`config.mk`:
```
export PLATFORM = sky130hd
export DESIGN_NAME = jpeg_baseline_marker_checker_core_flat
export DESIGN_NICKNAME = d
export VERILOG_FILES = /design/src/rtl/jbmc_pkg.sv /design/src/rtl/jbmc_byte_if.sv /design/src/rtl/jbmc_verdict_if.sv /design/src/rtl/jbmc_step.sv /design/src/rtl/jpeg_baseline_marker_checker_core.sv /design/src/flat_wrapper.sv
export SDC_FILE = /design/constraint.sdc
export NUM_CORES = 1
export LEC_CHECK = 0
export BUFFER_PORTS_ARGS = -buffer_cell sky130_fd_sc_hd__buf_2
export CAP_MARGIN = 20
export CORE_MARGIN = 3
export CORE_UTILIZATION = 45
export CTS_CLUSTER_SIZE = 12
export DETAILED_ROUTE_END_ITERATION = 12
export PLACE_DENSITY = 0.66
export SYNTH_ARGS = -nofsm -noshare
export SYNTH_HDL_FRONTEND = slang
export SYNTH_HIERARCHICAL = 1
export SYNTH_SLANG_ARGS = --single-unit
```
`constraint.sdc`:
```
create_clock -name i_clk -period 3 [get_ports i_clk]
set_clock_uncertainty 0.2 [all_clocks]
set_input_delay 0.15 -clock i_clk [delete_from_list [all_inputs] [get_ports i_clk]]
set_output_delay 0.15 -clock i_clk [all_outputs]
set_load 0.005 [all_outputs]
```
`src/rtl/jbmc_pkg.sv`:
```
package jbmc_pkg;

    // marker and code bytes
    localparam logic [7:0] MARK_FF   = 8'hFF;
    localparam logic [7:0] CODE_SOI  = 8'hD8;
    localparam logic [7:0] CODE_EOI  = 8'hD9;
    localparam logic [7:0] CODE_DQT  = 8'hDB;
    localparam logic [7:0] CODE_DHT  = 8'hC4;
    localparam logic [7:0] CODE_DRI  = 8'hDD;
    localparam logic [7:0] CODE_SOF0 = 8'hC0;
    localparam logic [7:0] CODE_SOF1 = 8'hC1;
    localparam logic [7:0] CODE_SOF2 = 8'hC2;
    localparam logic [7:0] CODE_SOS  = 8'hDA;

    // smallest legal segment length (the length field counts itself)
    localparam logic [15:0] LEN_FIELD = 16'd2;

    typedef enum logic [1:0] {
        V_PENDING = 2'd0,
        V_ACCEPT  = 2'd1,
        V_REJECT  = 2'd2,
        V_EARLIER = 2'd3
    } t_verdict;

    typedef enum logic [7:0] {
        PH_FIRST_FF = 8'b0000_0001,
        PH_SOI      = 8'b0000_0010,
        PH_MARK_FF  = 8'b0000_0100,
        PH_CODE     = 8'b0000_1000,
        PH_LEN_HI   = 8'b0001_0000,
        PH_LEN_LO   = 8'b0010_0000,
        PH_SKIP     = 8'b0100_0000,
        PH_DONE     = 8'b1000_0000
    } t_phase;

    typedef struct packed {
        t_phase      phase;
        logic [7:0]  len_hi;
        logic [15:0] skip;
    } t_parse_state;

    localparam t_parse_state PARSE_RESET = '{
        phase:  PH_FIRST_FF,
        len_hi: 8'd0,
        skip:   16'd0
    };

endpackage

```
`src/rtl/jbmc_byte_if.sv`:
```
interface jbmc_byte_if;
    logic       valid;
    logic       ready;
    logic [7:0] data_byte;
    logic       end_of_file;

    modport source (output valid, output data_byte, output end_of_file, input ready);
    modport sink   (input valid, input data_byte, input end_of_file, output ready);
endinterface

```
`src/rtl/jbmc_verdict_if.sv`:
```
interface jbmc_verdict_if;
    logic       valid;
    logic       ready;
    logic [1:0] verdict;

    modport source (output valid, output verdict, input ready);
    modport sink   (input valid, input verdict, output ready);
endinterface

```
`src/rtl/jbmc_step.sv`:
```
module jbmc_step (
    input  jbmc_pkg::t_parse_state i_state,
    input  logic [7:0]             i_data_byte,
    input  logic                   i_end_of_file,
    output jbmc_pkg::t_parse_state o_state,
    output jbmc_pkg::t_verdict     o_verdict
);

    jbmc_pkg::t_parse_state nxt;
    jbmc_pkg::t_verdict     vrd;
    logic [15:0]            seg_len;
    logic [15:0]            payload;
    logic [15:0]            skip_dec;

    assign seg_len  = {i_state.len_hi, i_data_byte};
    assign payload  = seg_len - jbmc_pkg::LEN_FIELD;
    assign skip_dec = i_state.skip - 16'd1;

    always_comb begin
        nxt = i_state;
        vrd = jbmc_pkg::V_PENDING;
        unique case (i_state.phase)
            jbmc_pkg::PH_FIRST_FF: begin
                if (i_data_byte == jbmc_pkg::MARK_FF) nxt.phase = jbmc_pkg::PH_SOI;
                else vrd = jbmc_pkg::V_REJECT;
            end
            jbmc_pkg::PH_SOI: begin
                if (i_data_byte == jbmc_pkg::CODE_SOI) nxt.phase = jbmc_pkg::PH_MARK_FF;
                else vrd = jbmc_pkg::V_REJECT;
            end
            jbmc_pkg::PH_MARK_FF: begin
                if (i_data_byte == jbmc_pkg::MARK_FF) nxt.phase = jbmc_pkg::PH_CODE;
                else vrd = jbmc_pkg::V_REJECT;
            end
            jbmc_pkg::PH_CODE: begin
                // dqt, dht, dri, sof0 and unknown codes all carry a length
                if (i_data_byte == jbmc_pkg::CODE_SOS) begin
                    vrd = jbmc_pkg::V_ACCEPT;
                end else if (i_data_byte == jbmc_pkg::CODE_EOI ||
                             i_data_byte == jbmc_pkg::CODE_SOF1 ||
                             i_data_byte == jbmc_pkg::CODE_SOF2) begin
                    vrd = jbmc_pkg::V_REJECT;
                end else begin
                    nxt.phase = jbmc_pkg::PH_LEN_HI;
                end
            end
            jbmc_pkg::PH_LEN_HI: begin
                nxt.len_hi = i_data_byte;
                nxt.phase  = jbmc_pkg::PH_LEN_LO;
            end
            jbmc_pkg::PH_LEN_LO: begin
                if (seg_len < jbmc_pkg::LEN_FIELD) begin
                    vrd = jbmc_pkg::V_REJECT;
                end else begin
                    nxt.skip  = payload;
                    nxt.phase = (payload == 16'd0) ? jbmc_pkg::PH_MARK_FF
                                                   : jbmc_pkg::PH_SKIP;
                end
            end
            jbmc_pkg::PH_SKIP: begin
                nxt.skip = skip_dec;
                if (skip_dec == 16'd0) nxt.phase = jbmc_pkg::PH_MARK_FF;
            end
            jbmc_pkg::PH_DONE: begin
                vrd = jbmc_pkg::V_EARLIER;
            end
            default: begin
                vrd = jbmc_pkg::V_EARLIER;
            end
        endcase

        if (vrd == jbmc_pkg::V_ACCEPT || vrd == jbmc_pkg::V_REJECT) begin
            nxt.phase = jbmc_pkg::PH_DONE;
        end

        // last byte of the file closes the decision and rearms the parser
        if (i_end_of_file) begin
            if (vrd == jbmc_pkg::V_PENDING) vrd = jbmc_pkg::V_REJECT;
            nxt = jbmc_pkg::PARSE_RESET;
        end
    end

    assign o_state   = nxt;
    assign o_verdict = vrd;

endmodule

```
`src/rtl/jpeg_baseline_marker_checker_core.sv`:
```
// baseline jpeg marker checker
// i_byte carries one file byte per word (data_byte, end_of_file); o_result
// carries one verdict word per input word, in order: 0 pending, 1 accepted
// at the sos code, 2 rejected at this byte, 3 decided at an earlier byte
// both channels are valid/ready; a word moves when both are high
// a word accepted on i_byte lands in the input register, is parsed there and
// its verdict is registered as the word moves on, valid from then on
// throughput: one byte per cycle unless o_result stalls, set by the single
// parse step between the input and verdict registers (the state update is a
// few byte compares, two parallel 16-bit subtracts and a one-hot phase move)
// a stalled o_result holds its verdict; the input register takes a word
// while it is empty or while its own word moves on (verdict slot free or
// draining in that cycle), so a stall lets one more word in and then
// i_byte.ready drops until the receiver takes the verdict
// reset (synchronous, active low) empties both registers and sets the parser
// to expect the opening ff byte; end_of_file on a byte rearms it the same way
module jpeg_baseline_marker_checker_core (
    input  logic                   i_clk,
    input  logic                   i_rst_n,
    jbmc_byte_if.sink              i_byte,
    jbmc_verdict_if.source         o_result
);

    // input register
    logic       r_in_valid;
    logic [7:0] r_in_byte;
    logic       r_in_eof;

    // verdict register
    logic               r_out_valid;
    jbmc_pkg::t_verdict r_out_verdict;

    // parser state, updated as each word leaves the input register
    jbmc_pkg::t_parse_state r_state;

    jbmc_pkg::t_parse_state n_state;
    jbmc_pkg::t_verdict     n_verdict;

    logic advance;
    logic take_in;

    // input word moves on when the verdict slot is empty or being drained
    assign advance = r_in_valid && (!r_out_valid || o_result.ready);
    assign take_in = i_byte.valid && i_byte.ready;

    assign i_byte.ready     = !r_in_valid || advance;
    assign o_result.valid   = r_out_valid;
    assign o_result.verdict = r_out_verdict;

    jbmc_step u_step (
        .i_state       (r_state),
        .i_data_byte   (r_in_byte),
        .i_end_of_file (r_in_eof),
        .o_state       (n_state),
        .o_verdict     (n_verdict)
    );

    always_ff @(posedge i_clk) begin
        if (!i_rst_n) begin
            r_in_valid  <= 1'b0;
            r_out_valid <= 1'b0;
            r_state     <= jbmc_pkg::PARSE_RESET;
        end else begin
            if (i_byte.ready) r_in_valid <= i_byte.valid;
            if (advance) begin
                r_out_valid <= 1'b1;
                r_state     <= n_state;
            end else if (o_result.ready) begin
                r_out_valid <= 1'b0;
            end
        end
    end

    // payload registers
    always_ff @(posedge i_clk) begin
        if (take_in) begin
            r_in_byte <= i_byte.data_byte;
            r_in_eof  <= i_byte.end_of_file;
        end
        if (advance) r_out_verdict <= n_verdict;
    end

endmodule

```
`src/flat_wrapper.sv`:
```
// flat-port wrapper written by rule: the top's interface ports become plain ports
module jpeg_baseline_marker_checker_core_flat 
  (i_clk, i_rst_n, i_byte_valid, i_byte_data_byte, i_byte_end_of_file, i_byte_ready, o_result_valid, o_result_verdict, o_result_ready);
  jbmc_byte_if i_byte_i ();
  jbmc_verdict_if o_result_i ();
  input  logic i_clk;
  input  logic i_rst_n;
  input wire logic [$bits(i_byte_i.valid)-1:0] i_byte_valid;
  input wire logic [$bits(i_byte_i.data_byte)-1:0] i_byte_data_byte;
  input wire logic [$bits(i_byte_i.end_of_file)-1:0] i_byte_end_of_file;
  output wire logic [$bits(i_byte_i.ready)-1:0] i_byte_ready;
  output wire logic [$bits(o_result_i.valid)-1:0] o_result_valid;
  output wire logic [$bits(o_result_i.verdict)-1:0] o_result_verdict;
  input wire logic [$bits(o_result_i.ready)-1:0] o_result_ready;
  assign i_byte_i.valid = i_byte_valid;
  assign i_byte_i.data_byte = i_byte_data_byte;
  assign i_byte_i.end_of_file = i_byte_end_of_file;
  assign i_byte_ready = i_byte_i.ready;
  assign o_result_valid = o_result_i.valid;
  assign o_result_verdict = o_result_i.verdict;
  assign o_result_i.ready = o_result_ready;
  jpeg_baseline_marker_checker_core u_core (.i_clk(i_clk), .i_rst_n(i_rst_n), .i_byte(i_byte_i), .o_result(o_result_i));
endmodule
```
==> results of run 1 <==
critical path, cell delays in order (launching register included):
cell and delay, ns:
sky130_fd_sc_hd__edfxtp_1 0.45, sky130_fd_sc_hd__nor4_4 0.35, sky130_fd_sc_hd__nand4_2 0.14, sky130_fd_sc_hd__or4_4 0.52
sky130_fd_sc_hd__o221ai_4 0.18, sky130_fd_sc_hd__o21bai_4 0.17, sky130_fd_sc_hd__nor2_4 0.05, sky130_fd_sc_hd__ha_4 0.29
sky130_fd_sc_hd__nand2b_1 0.15, sky130_fd_sc_hd__o22ai_1 0.20, sky130_fd_sc_hd__nand2_1 0.08, sky130_fd_sc_hd__mux2i_1 0.13
registers in the layout (all words and copies together), names as in the netlist:
name and cells:
u_core/o_result.valid 1, u_core/o_result.verdict 2, u_core/r_in_byte 8, u_core/r_in_eof 1, u_core/r_in_valid 1, u_core/r_state 32
placed cells by master (no fill, tap or decap), drive strengths merged, types with 6 or more instances in the layout:
master	instances
xor2	10
o22ai	6
nand4	7
o21ai	19
nand3b	6
xnor2	9
nor2b	6
dfxtp	34
nand2	88
mux2i	38
nand3	11
inv	15
nor4	12
edfxtp	11
buf	74
nand2b	11
a21oi	21
nor2	47
nor3	16
dlygate4sd3	11
per-layer routing:
metal / GRT usage (%) / wire length, um / part of all wire [%] / up-vias
met5: 0 / 0 / 0 / -
met4: 7.23 / 195 / 1.9 / 0
met3: 3.99 / 689 / 6.7 / 18
met2: 38.2 / 4950 / 48 / 157
met1: 29.9 / 4490 / 43 / 1729
li1: - / - / - / 1827
what timing repair did:
item                                    CTS  global route
hold buffers                             11             0
gates resized for setup                   2            20
pin swaps                                 0             9
endpoints found under the hold margin    11             0
endpoints found under the setup margin    2             8
buffers inserted                          0             8
layout make-up:
cell class	count	area (um2)	area share, %
timing repair buffer	85	626	14.2
inverter	12	45.0	1.02
sequential	45	1010	22.9
clock buffer	5	68.8	1.56
multi-input combinational	383	2510	56.8
clock inverter	3	28.8	0.652
tap	102	128	2.89
worst max path at each step:
stage | start | to | slack, ns | cells past startpoint
detailed placement | u_core/r_in_byte[2]$_DFFE_PP_ | u_core/r_state[26]$_SDFFE_PN0P_ | -0.006 | 11
global route | u_core/r_in_byte[2]$_DFFE_PP_ | u_core/r_state[30]$_SDFFE_PN0P_ | -0.13 | 12
global placement | u_core/r_in_byte[2]$_DFFE_PP_ | u_core/r_state[26]$_SDFFE_PN0P_ | 0.06 | 11
finish | u_core/r_in_byte[7]$_DFFE_PP_ | u_core/r_state[29]$_SDFFE_PN0P_ | 0.02 | 11
floorplan | u_core/r_in_byte[6]$_DFFE_PP_ | u_core/r_state[24]$_SDFFE_PN1P_ | -0.005 | 13
CTS | u_core/r_in_byte[6]$_DFFE_PP_ | u_core/r_state[29]$_SDFFE_PN0P_ | 0.02 | 12
cell families (layout without fill, tap and decap cells):
kind of cell               after synthesis  after routing  share of synthesized area [%]
AOI/OAI and AO/OA                       94             94                           17.3
buffers and inverters                   47            105                           7.10
muxes                                   38             38                           10.4
DFF                                     45             45                           27.7
adders and majority gates                4              4                           1.37
and+or+nand+nor                        228            228                           31.5
xor gates and xnor gates                19             19                           4.56
power by group:
part	internal [mW]	total [mW]	switching (mW)
combinational	0.113	0.239	0.126
clock	0.176	0.428	0.251
sequential	0.635	0.651	0.0164
==> impl_summary.log, run 1 <==
[metrics] outcome: finished clean
[metrics] final total negative setup slack: 0 ns
[metrics] critical path type: register to register
[metrics] floorplan die area: 9220 um2
[metrics] # setup viols final: 0
[metrics] net count after synthesis: 492
[metrics] leakage: 1.66 nW
[metrics] Synth async-reset ratio: 0%
[metrics] Max H-tree Level: 2
[metrics] fin worst setup slack: 0.0181 ns
[metrics] Arr. time, crit path: about 3 ns
[metrics] CTS max path bufs: 2
[metrics] startpoint of the lowest-slack register-to-register path: u_core/r_in_byte[7]$_DFFE_PP_
[metrics] most frequent cell after synthesis: sky130_fd_sc_hd__nand2_1
[metrics] antenna diode count: 0
[metrics] Pins Over Slew Limit: 0
[metrics] unrepaired setup endpoints after global routing: true
[metrics] First DRT Iteration DRCs: 286
[metrics] Vias/cell: 5.88
[metrics] Synth Cell Area: 3650 um2
[metrics] number of warnings issued by yosys: 6
[metrics] cell types with the largest area share after synthesis: sky130_fd_sc_hd__dfxtp_1 19%, sky130_fd_sc_hd__mux2i_1 10%, sky130_fd_sc_hd__edfxtp_1 9.1%
[metrics] FF+latch count, synth: 45
[metrics] Finished Cell Area: roughly 4400 um2
[metrics] number of distinct library cells after synthesis: 60
[metrics] Worst-Skew Late Latency: roughly 0.31 ns
[metrics] number of vias in the routed layout: ~3700
[metrics] total power divided by cell area: 298 nW/um2
[metrics] TritonCTS buffer count: 5
[metrics] total wire length after detailed routing: 10300 um
[metrics] Util after Layout: 56.6%
[metrics] post-synth top area cell: sky130_fd_sc_hd__dfxtp_1
[metrics] count of flip-flops with a built-in enable after synthesis: 11
[metrics] worst hold margin: 0.130 ns
[metrics] sequential cell area fraction in the yosys report: 27.7%
[metrics] final-stage net count: 549
[metrics] destination of the worst register-to-register timing path: u_core/r_state[29]$_SDFFE_PN0P_
[metrics] CP required: roughly 3 ns
[metrics] filler cell count in the final layout: 726
[metrics] post-placement setup slack: -0.00618 ns
[metrics] minimum period implied by the final worst setup slack: 2.98 ns
[metrics] flop2flop setup slack: approximately 0.018 ns
[metrics] starting density of the core: a little under half
[metrics] worst hold path endpoint: u_core/r_state[24]$_SDFFE_PN1P_
[metrics] TritonCTS clock tree: yes
[metrics] HP Class: primary input to register
[metrics] period utilisation layout: between 90% and 100%
[metrics] Core Region: 7810 um2
[metrics] final instance count without filler cells: 635
[metrics] Hold Crit Start: i_rst_n
[metrics] routability congestion estimate from global placement: 0.962
[metrics] estimated wirelength of the detail-placed design: 7100 um
[metrics] measured slew at the worst slew-check pin: approximately 0.76 ns
[metrics] total count of hold-check failures in the final report: 0
[metrics] maximum vdd ir drop: 0.000234 V
[metrics] most common library cells after synthesis: 88 x sky130_fd_sc_hd__nand2_1, 46 x sky130_fd_sc_hd__nor2_1, 38 x sky130_fd_sc_hd__mux2i_1, 34 x sky130_fd_sc_hd__dfxtp_1, 21 x sky130_fd_sc_hd__a21oi_1
[metrics] ratio of cells with drive above 1 in the final layout: 21.8%
[metrics] R2R depth: 11
[metrics] gate count after technology mapping: 475
[metrics] clock sink count: 45
[metrics] clk root buf: sky130_fd_sc_hd__clkbuf_8
[metrics] Die H: just under 100 um
[metrics] primary flip-flop cell chosen by synthesis mapping: sky130_fd_sc_hd__dfxtp_1
[metrics] residual antenna-violating net count after detailed routing: 0
[metrics] Worst setup EP type: register
[metrics] total congestion overflow after global routing: 0
[metrics] via count of the first global-routing pass: 3396
[metrics] post-synth top area share: 18.7%
[metrics] worst slew margin relative to its limit: 49.6%
[metrics] max-cap violations: 0
[metrics] Port Buffer Count: 16
[metrics] total power consumption of the routed design: 1.32 mW
[metrics] maximum number of pins on one net before global-route repair: 37
[metrics] total number of placement rows: 32
[metrics] width of the die: 96.0 um
[metrics] WHS Path Cells: 2
[metrics] gr usage total: 22.9%
[metrics] IO Count: 17
[metrics] clock transition at the registers of the reported paths: 0.10 ns
[metrics] wire length of the first global-routing pass: 16700 um
[metrics] total DRC errors in the routed layout: 0
[metrics] Area Growth Syn to Fin: 21.1%
[metrics] number of antenna violations at the first check in global routing: 0
[metrics] detailed-route wire length per cell: 16.3 um
[metrics] Highest Clock Rate: about 0.34 GHz
[metrics] number of optimization iterations in the first detailed-route pass: 5
[metrics] critical path peak fanout: 5
[metrics] placed inst area: around 4000 um2
[metrics] Placed Cells incl. Taps: roughly 610
[metrics] startpoint types: register
[metrics] mean area per synthesized cell: 7.68 um2
Note: power is estimated with default switching activity, not from simulation.
==> run 2: changes to the inputs <==
--- a/config.mk
+++ b/config.mk
@@ -12,6 +12,8 @@
 export CTS_CLUSTER_SIZE = 12
 export DETAILED_ROUTE_END_ITERATION = 12
 export PLACE_DENSITY = 0.66
+export RECOVER_POWER = 50
+export SETUP_SLACK_MARGIN = 0.2
 export SYNTH_ARGS = -nofsm -noshare
 export SYNTH_HDL_FRONTEND = slang
 export SYNTH_HIERARCHICAL = 1
==> run 2 against run 1 <==
  * Non-clock buffer count grew 5
  * Routed wire length grew 2.5%
  * Global-route usage is 0.14 points higher
  * Sequential share of layout area fell by 0.70 points
  * Clock-buffer cell count unchanged
  * First-iteration DRC count shrank 14%
  * Design area grew 3.0%
  * Die area unchanged
  * Sequential power is essentially flat
  * Combinational power rose by 3%
  * Sequential cell count unchanged
  * Highest routed layer unchanged
==> impl_summary.log, run 2 (same netlist as run 1, synthesis figures left out) <==
[metrics] outcome: finished clean (unchanged)
[metrics] measured slew at the worst slew-check pin: 0.749 ns (was 0.756 ns)
[metrics] maximum number of pins on one net before global-route repair: 49 (was 37)
[metrics] clk root buf: sky130_fd_sc_hd__clkbuf_8 (unchanged)
[metrics] total wire length after detailed routing: 10600 um (was 10300 um)
[metrics] Pins Over Slew Limit: 0 (unchanged)
[metrics] top register by number of flip-flops: u_core/r_state (unchanged)
[metrics] total DRC errors in the routed layout: 0 (unchanged)
[metrics] worst slew margin relative to its limit: 50.1% (was 49.6%)
[metrics] TritonCTS buffer count: 5 (unchanged)
[metrics] Worst-Skew Late Latency: 0.30 ns (was 0.31 ns)
[metrics] CP required: 3.02 ns (was 3.04 ns)
[metrics] ratio of cells with drive above 1 in the final layout: 23.0% (was 21.8%)
[metrics] Core Region: 7810 um2 (unchanged)
[metrics] number of antenna violations at the first check in global routing: 0 (unchanged)
[metrics] Port Buffer Count: 16 (unchanged)
[metrics] total congestion overflow after global routing: 0 (unchanged)
[metrics] startpoint types: register (unchanged)
[metrics] clock sink count: 45 (unchanged)
[metrics] Vias/cell: 5.88 (about the same)
[metrics] Die H: 96.0 um (unchanged)
[metrics] critical path peak fanout: 5 (unchanged)
[metrics] Worst setup EP type: register (unchanged)
[metrics] total number of placement rows: 32 (unchanged)
[metrics] minimum period implied by the final worst setup slack: 2.98 ns (about the same)
[metrics] critical path type: register to register (unchanged)
[metrics] gr usage total: 23.1% (was 22.9%)
[metrics] period utilisation layout: 99.3% (was 99.4%)
[metrics] Area Growth Syn to Fin: 24.8% (was 21.1%)
[metrics] filler cell count in the final layout: 731 (was 726)
[metrics] Arr. time, crit path: 3.00 ns (was 3.03 ns)
[metrics] most frequent cells in the layout: 87 x sky130_fd_sc_hd__nand2_1, 61 x sky130_fd_sc_hd__buf_4, 44 x sky130_fd_sc_hd__nor2_1 (was 88 x sky130_fd_sc_hd__nand2_1, 58 x sky130_fd_sc_hd__buf_4, 44 x sky130_fd_sc_hd__nor2_1)
[metrics] final-stage net count: 556 (was 549)
[metrics] area of the multi-input gates: 2590 um2 (was 2510 um2)
[metrics] wire length of the first global-routing pass: 16700 um (about the same)
[metrics] routability congestion estimate from global placement: 0.944 (was 0.962)
[metrics] TritonCTS clock tree: yes (unchanged)
[metrics] Highest Clock Rate: 0.336 GHz (was 0.335 GHz)
[metrics] estimated wirelength of the detail-placed design: 7090 um (was 7100 um)
[metrics] total power divided by cell area: 303 nW/um2 (was 298 nW/um2)
[metrics] # setup viols final: 0 (unchanged)
[metrics] total count of hold-check failures in the final report: 0 (unchanged)
[metrics] via count of the first global-routing pass: 3356 (was 3396)
[metrics] width of the die: 96.0 um (unchanged)
[metrics] final total negative setup slack: 0 ns (unchanged)
[metrics] starting density of the core: 46.7% (unchanged)
[metrics] IO Count: 17 (unchanged)
[metrics] maximum vdd ir drop: 0.000257 V (was 0.000234 V)
[metrics] number of optimization iterations in the first detailed-route pass: 5 (unchanged)
[metrics] detailed-route wire length per cell: 16.5 um (was 16.3 um)
[metrics] CTS max path bufs: 2 (unchanged)
[metrics] number of vias in the routed layout: 3772 (was 3731)
[metrics] Util after Layout: 58.3% (was 56.6%)
[metrics] flip-flop and latch area: 1010 um2 (about the same)
[metrics] unrepaired setup endpoints after global routing: true (unchanged)
[metrics] residual antenna-violating net count after detailed routing: 0 (unchanged)
[metrics] antenna diode count: 0 (unchanged)
[metrics] First DRT Iteration DRCs: 246 (was 286)
[metrics] leakage: 1.71 nW (was 1.66 nW)
[metrics] Max H-tree Level: 2 (unchanged)
[metrics] floorplan die area: 9220 um2 (unchanged)
[metrics] max-cap violations: 0 (unchanged)
[metrics] HP Class: register to register (was primary input to register)
[metrics] clock transition at the registers of the reported paths: 0.10 ns (about the same)
[metrics] most common cell after layout, fill and taps aside: sky130_fd_sc_hd__nand2_1 (unchanged)
[metrics] Largest register FFs: 32 (unchanged)
run 2: cell types whose count changed in the layout (fill, tap and decap cells not counted), moves of 2 or more:
| cell | change |
|---|---|
| sky130_fd_sc_hd__a221oi_1 | -3 |
| sky130_fd_sc_hd__a221oi_2 | +3 |
| sky130_fd_sc_hd__a32oi_1 | -2 |
| sky130_fd_sc_hd__a32oi_2 | +2 |
| sky130_fd_sc_hd__buf_2 | -4 |
| sky130_fd_sc_hd__buf_4 | +3 |
| sky130_fd_sc_hd__clkbuf_1 | +4 |
| sky130_fd_sc_hd__inv_6 | -2 |
| sky130_fd_sc_hd__o21ai_0 | -2 |
| sky130_fd_sc_hd__o21ai_1 | +3 |
run 2: path summary, 6_finish.rpt:
kind | slack (ns) | end | depth (start not counted) | start
setup / recovery | 0.02 | u_core/r_state[29]$_SDFFE_PN0P_ | 13 | u_core/r_in_byte[6]$_DFFE_PP_
hold / removal | 0.29 | u_core/r_state[0]$_SDFFE_PN0P_ | 2 | u_core/r_state[0]$_SDFFE_PN0P_
setup reg to reg | 0.02 | u_core/r_state[29]$_SDFFE_PN0P_ | 13 | u_core/r_in_byte[6]$_DFFE_PP_
hold reg to reg | 0.29 | u_core/r_state[0]$_SDFFE_PN0P_ | 2 | u_core/r_state[0]$_SDFFE_PN0P_
run 2: final cells by class:
type                       count  share of cell area [%]
timing repair buffer          90                    14.6
multi-input combinational    385                    56.9
clock inverter                 3                    1.02
inverter                      12                   0.990
clock buffer                   5                    1.51
tap                          102                    2.80
sequential                    45                    22.2
run 2: what timing repair did:
action | CTS | global route
gates resized for setup | 8 | 23
buffers inserted | 7 | 11
gates cloned | 0 | 2
endpoints found under the setup margin | 9 | 15
hold buffers | 12 | 0
endpoints found under the hold margin | 12 | 0
pin swaps | 4 | 18
run 2: worst max-delay path, stage by stage, from the launching register on:
cell and delay [ns]:
sky130_fd_sc_hd__edfxtp_1 0.41, sky130_fd_sc_hd__buf_6 0.14, sky130_fd_sc_hd__nor4_4 0.31, sky130_fd_sc_hd__nand4_2 0.14, sky130_fd_sc_hd__or4_4 0.46, sky130_fd_sc_hd__o221ai_4 0.16
sky130_fd_sc_hd__o21bai_4 0.17, sky130_fd_sc_hd__nor2_4 0.05, sky130_fd_sc_hd__ha_4 0.28, sky130_fd_sc_hd__buf_4 0.11, sky130_fd_sc_hd__nand2b_4 0.08, sky130_fd_sc_hd__o22ai_1 0.17
sky130_fd_sc_hd__nand2_1 0.07, sky130_fd_sc_hd__mux2i_1 0.17
run 2: power breakdown:
part / internal [mW] / switching (mW)
combinational: 0.118 / 0.129
clock: 0.250 / 0.232
sequential: 0.635 / 0.0153
total: 1.00 / 0.377
run 2: stage by stage:
| step | worst slack (ns) | cells | hold slack [ns] | power [mW] | instance area [um2] |
|---|---|---|---|---|---|
| global route | -0.119 | 642 | 0.308 | 1.44 | 4550 |
| floorplan | 0.00278 | 475 | 0.0489 | 0.802 | 3700 |
| global placement | 0.0376 | 602 | 0.126 | 0.848 | 4010 |
| CTS | 0.118 | 629 | 0.287 | 1.37 | 4350 |
| finish | 0.0221 | 642 | 0.289 | 1.38 | 4550 |
| detailed placement | -0.0213 | 602 | 0.128 | 0.851 | 4010 |
run 2: per-layer routing:
metal  track usage [%]  vias up  part of all wire (%)
met5                 0        -                     0
met4              6.40        0                   1.7
li1                  -     1842                     -
met3              2.66       17                   5.1
met1              31.0     1784                    44
met2              38.8      129                    49
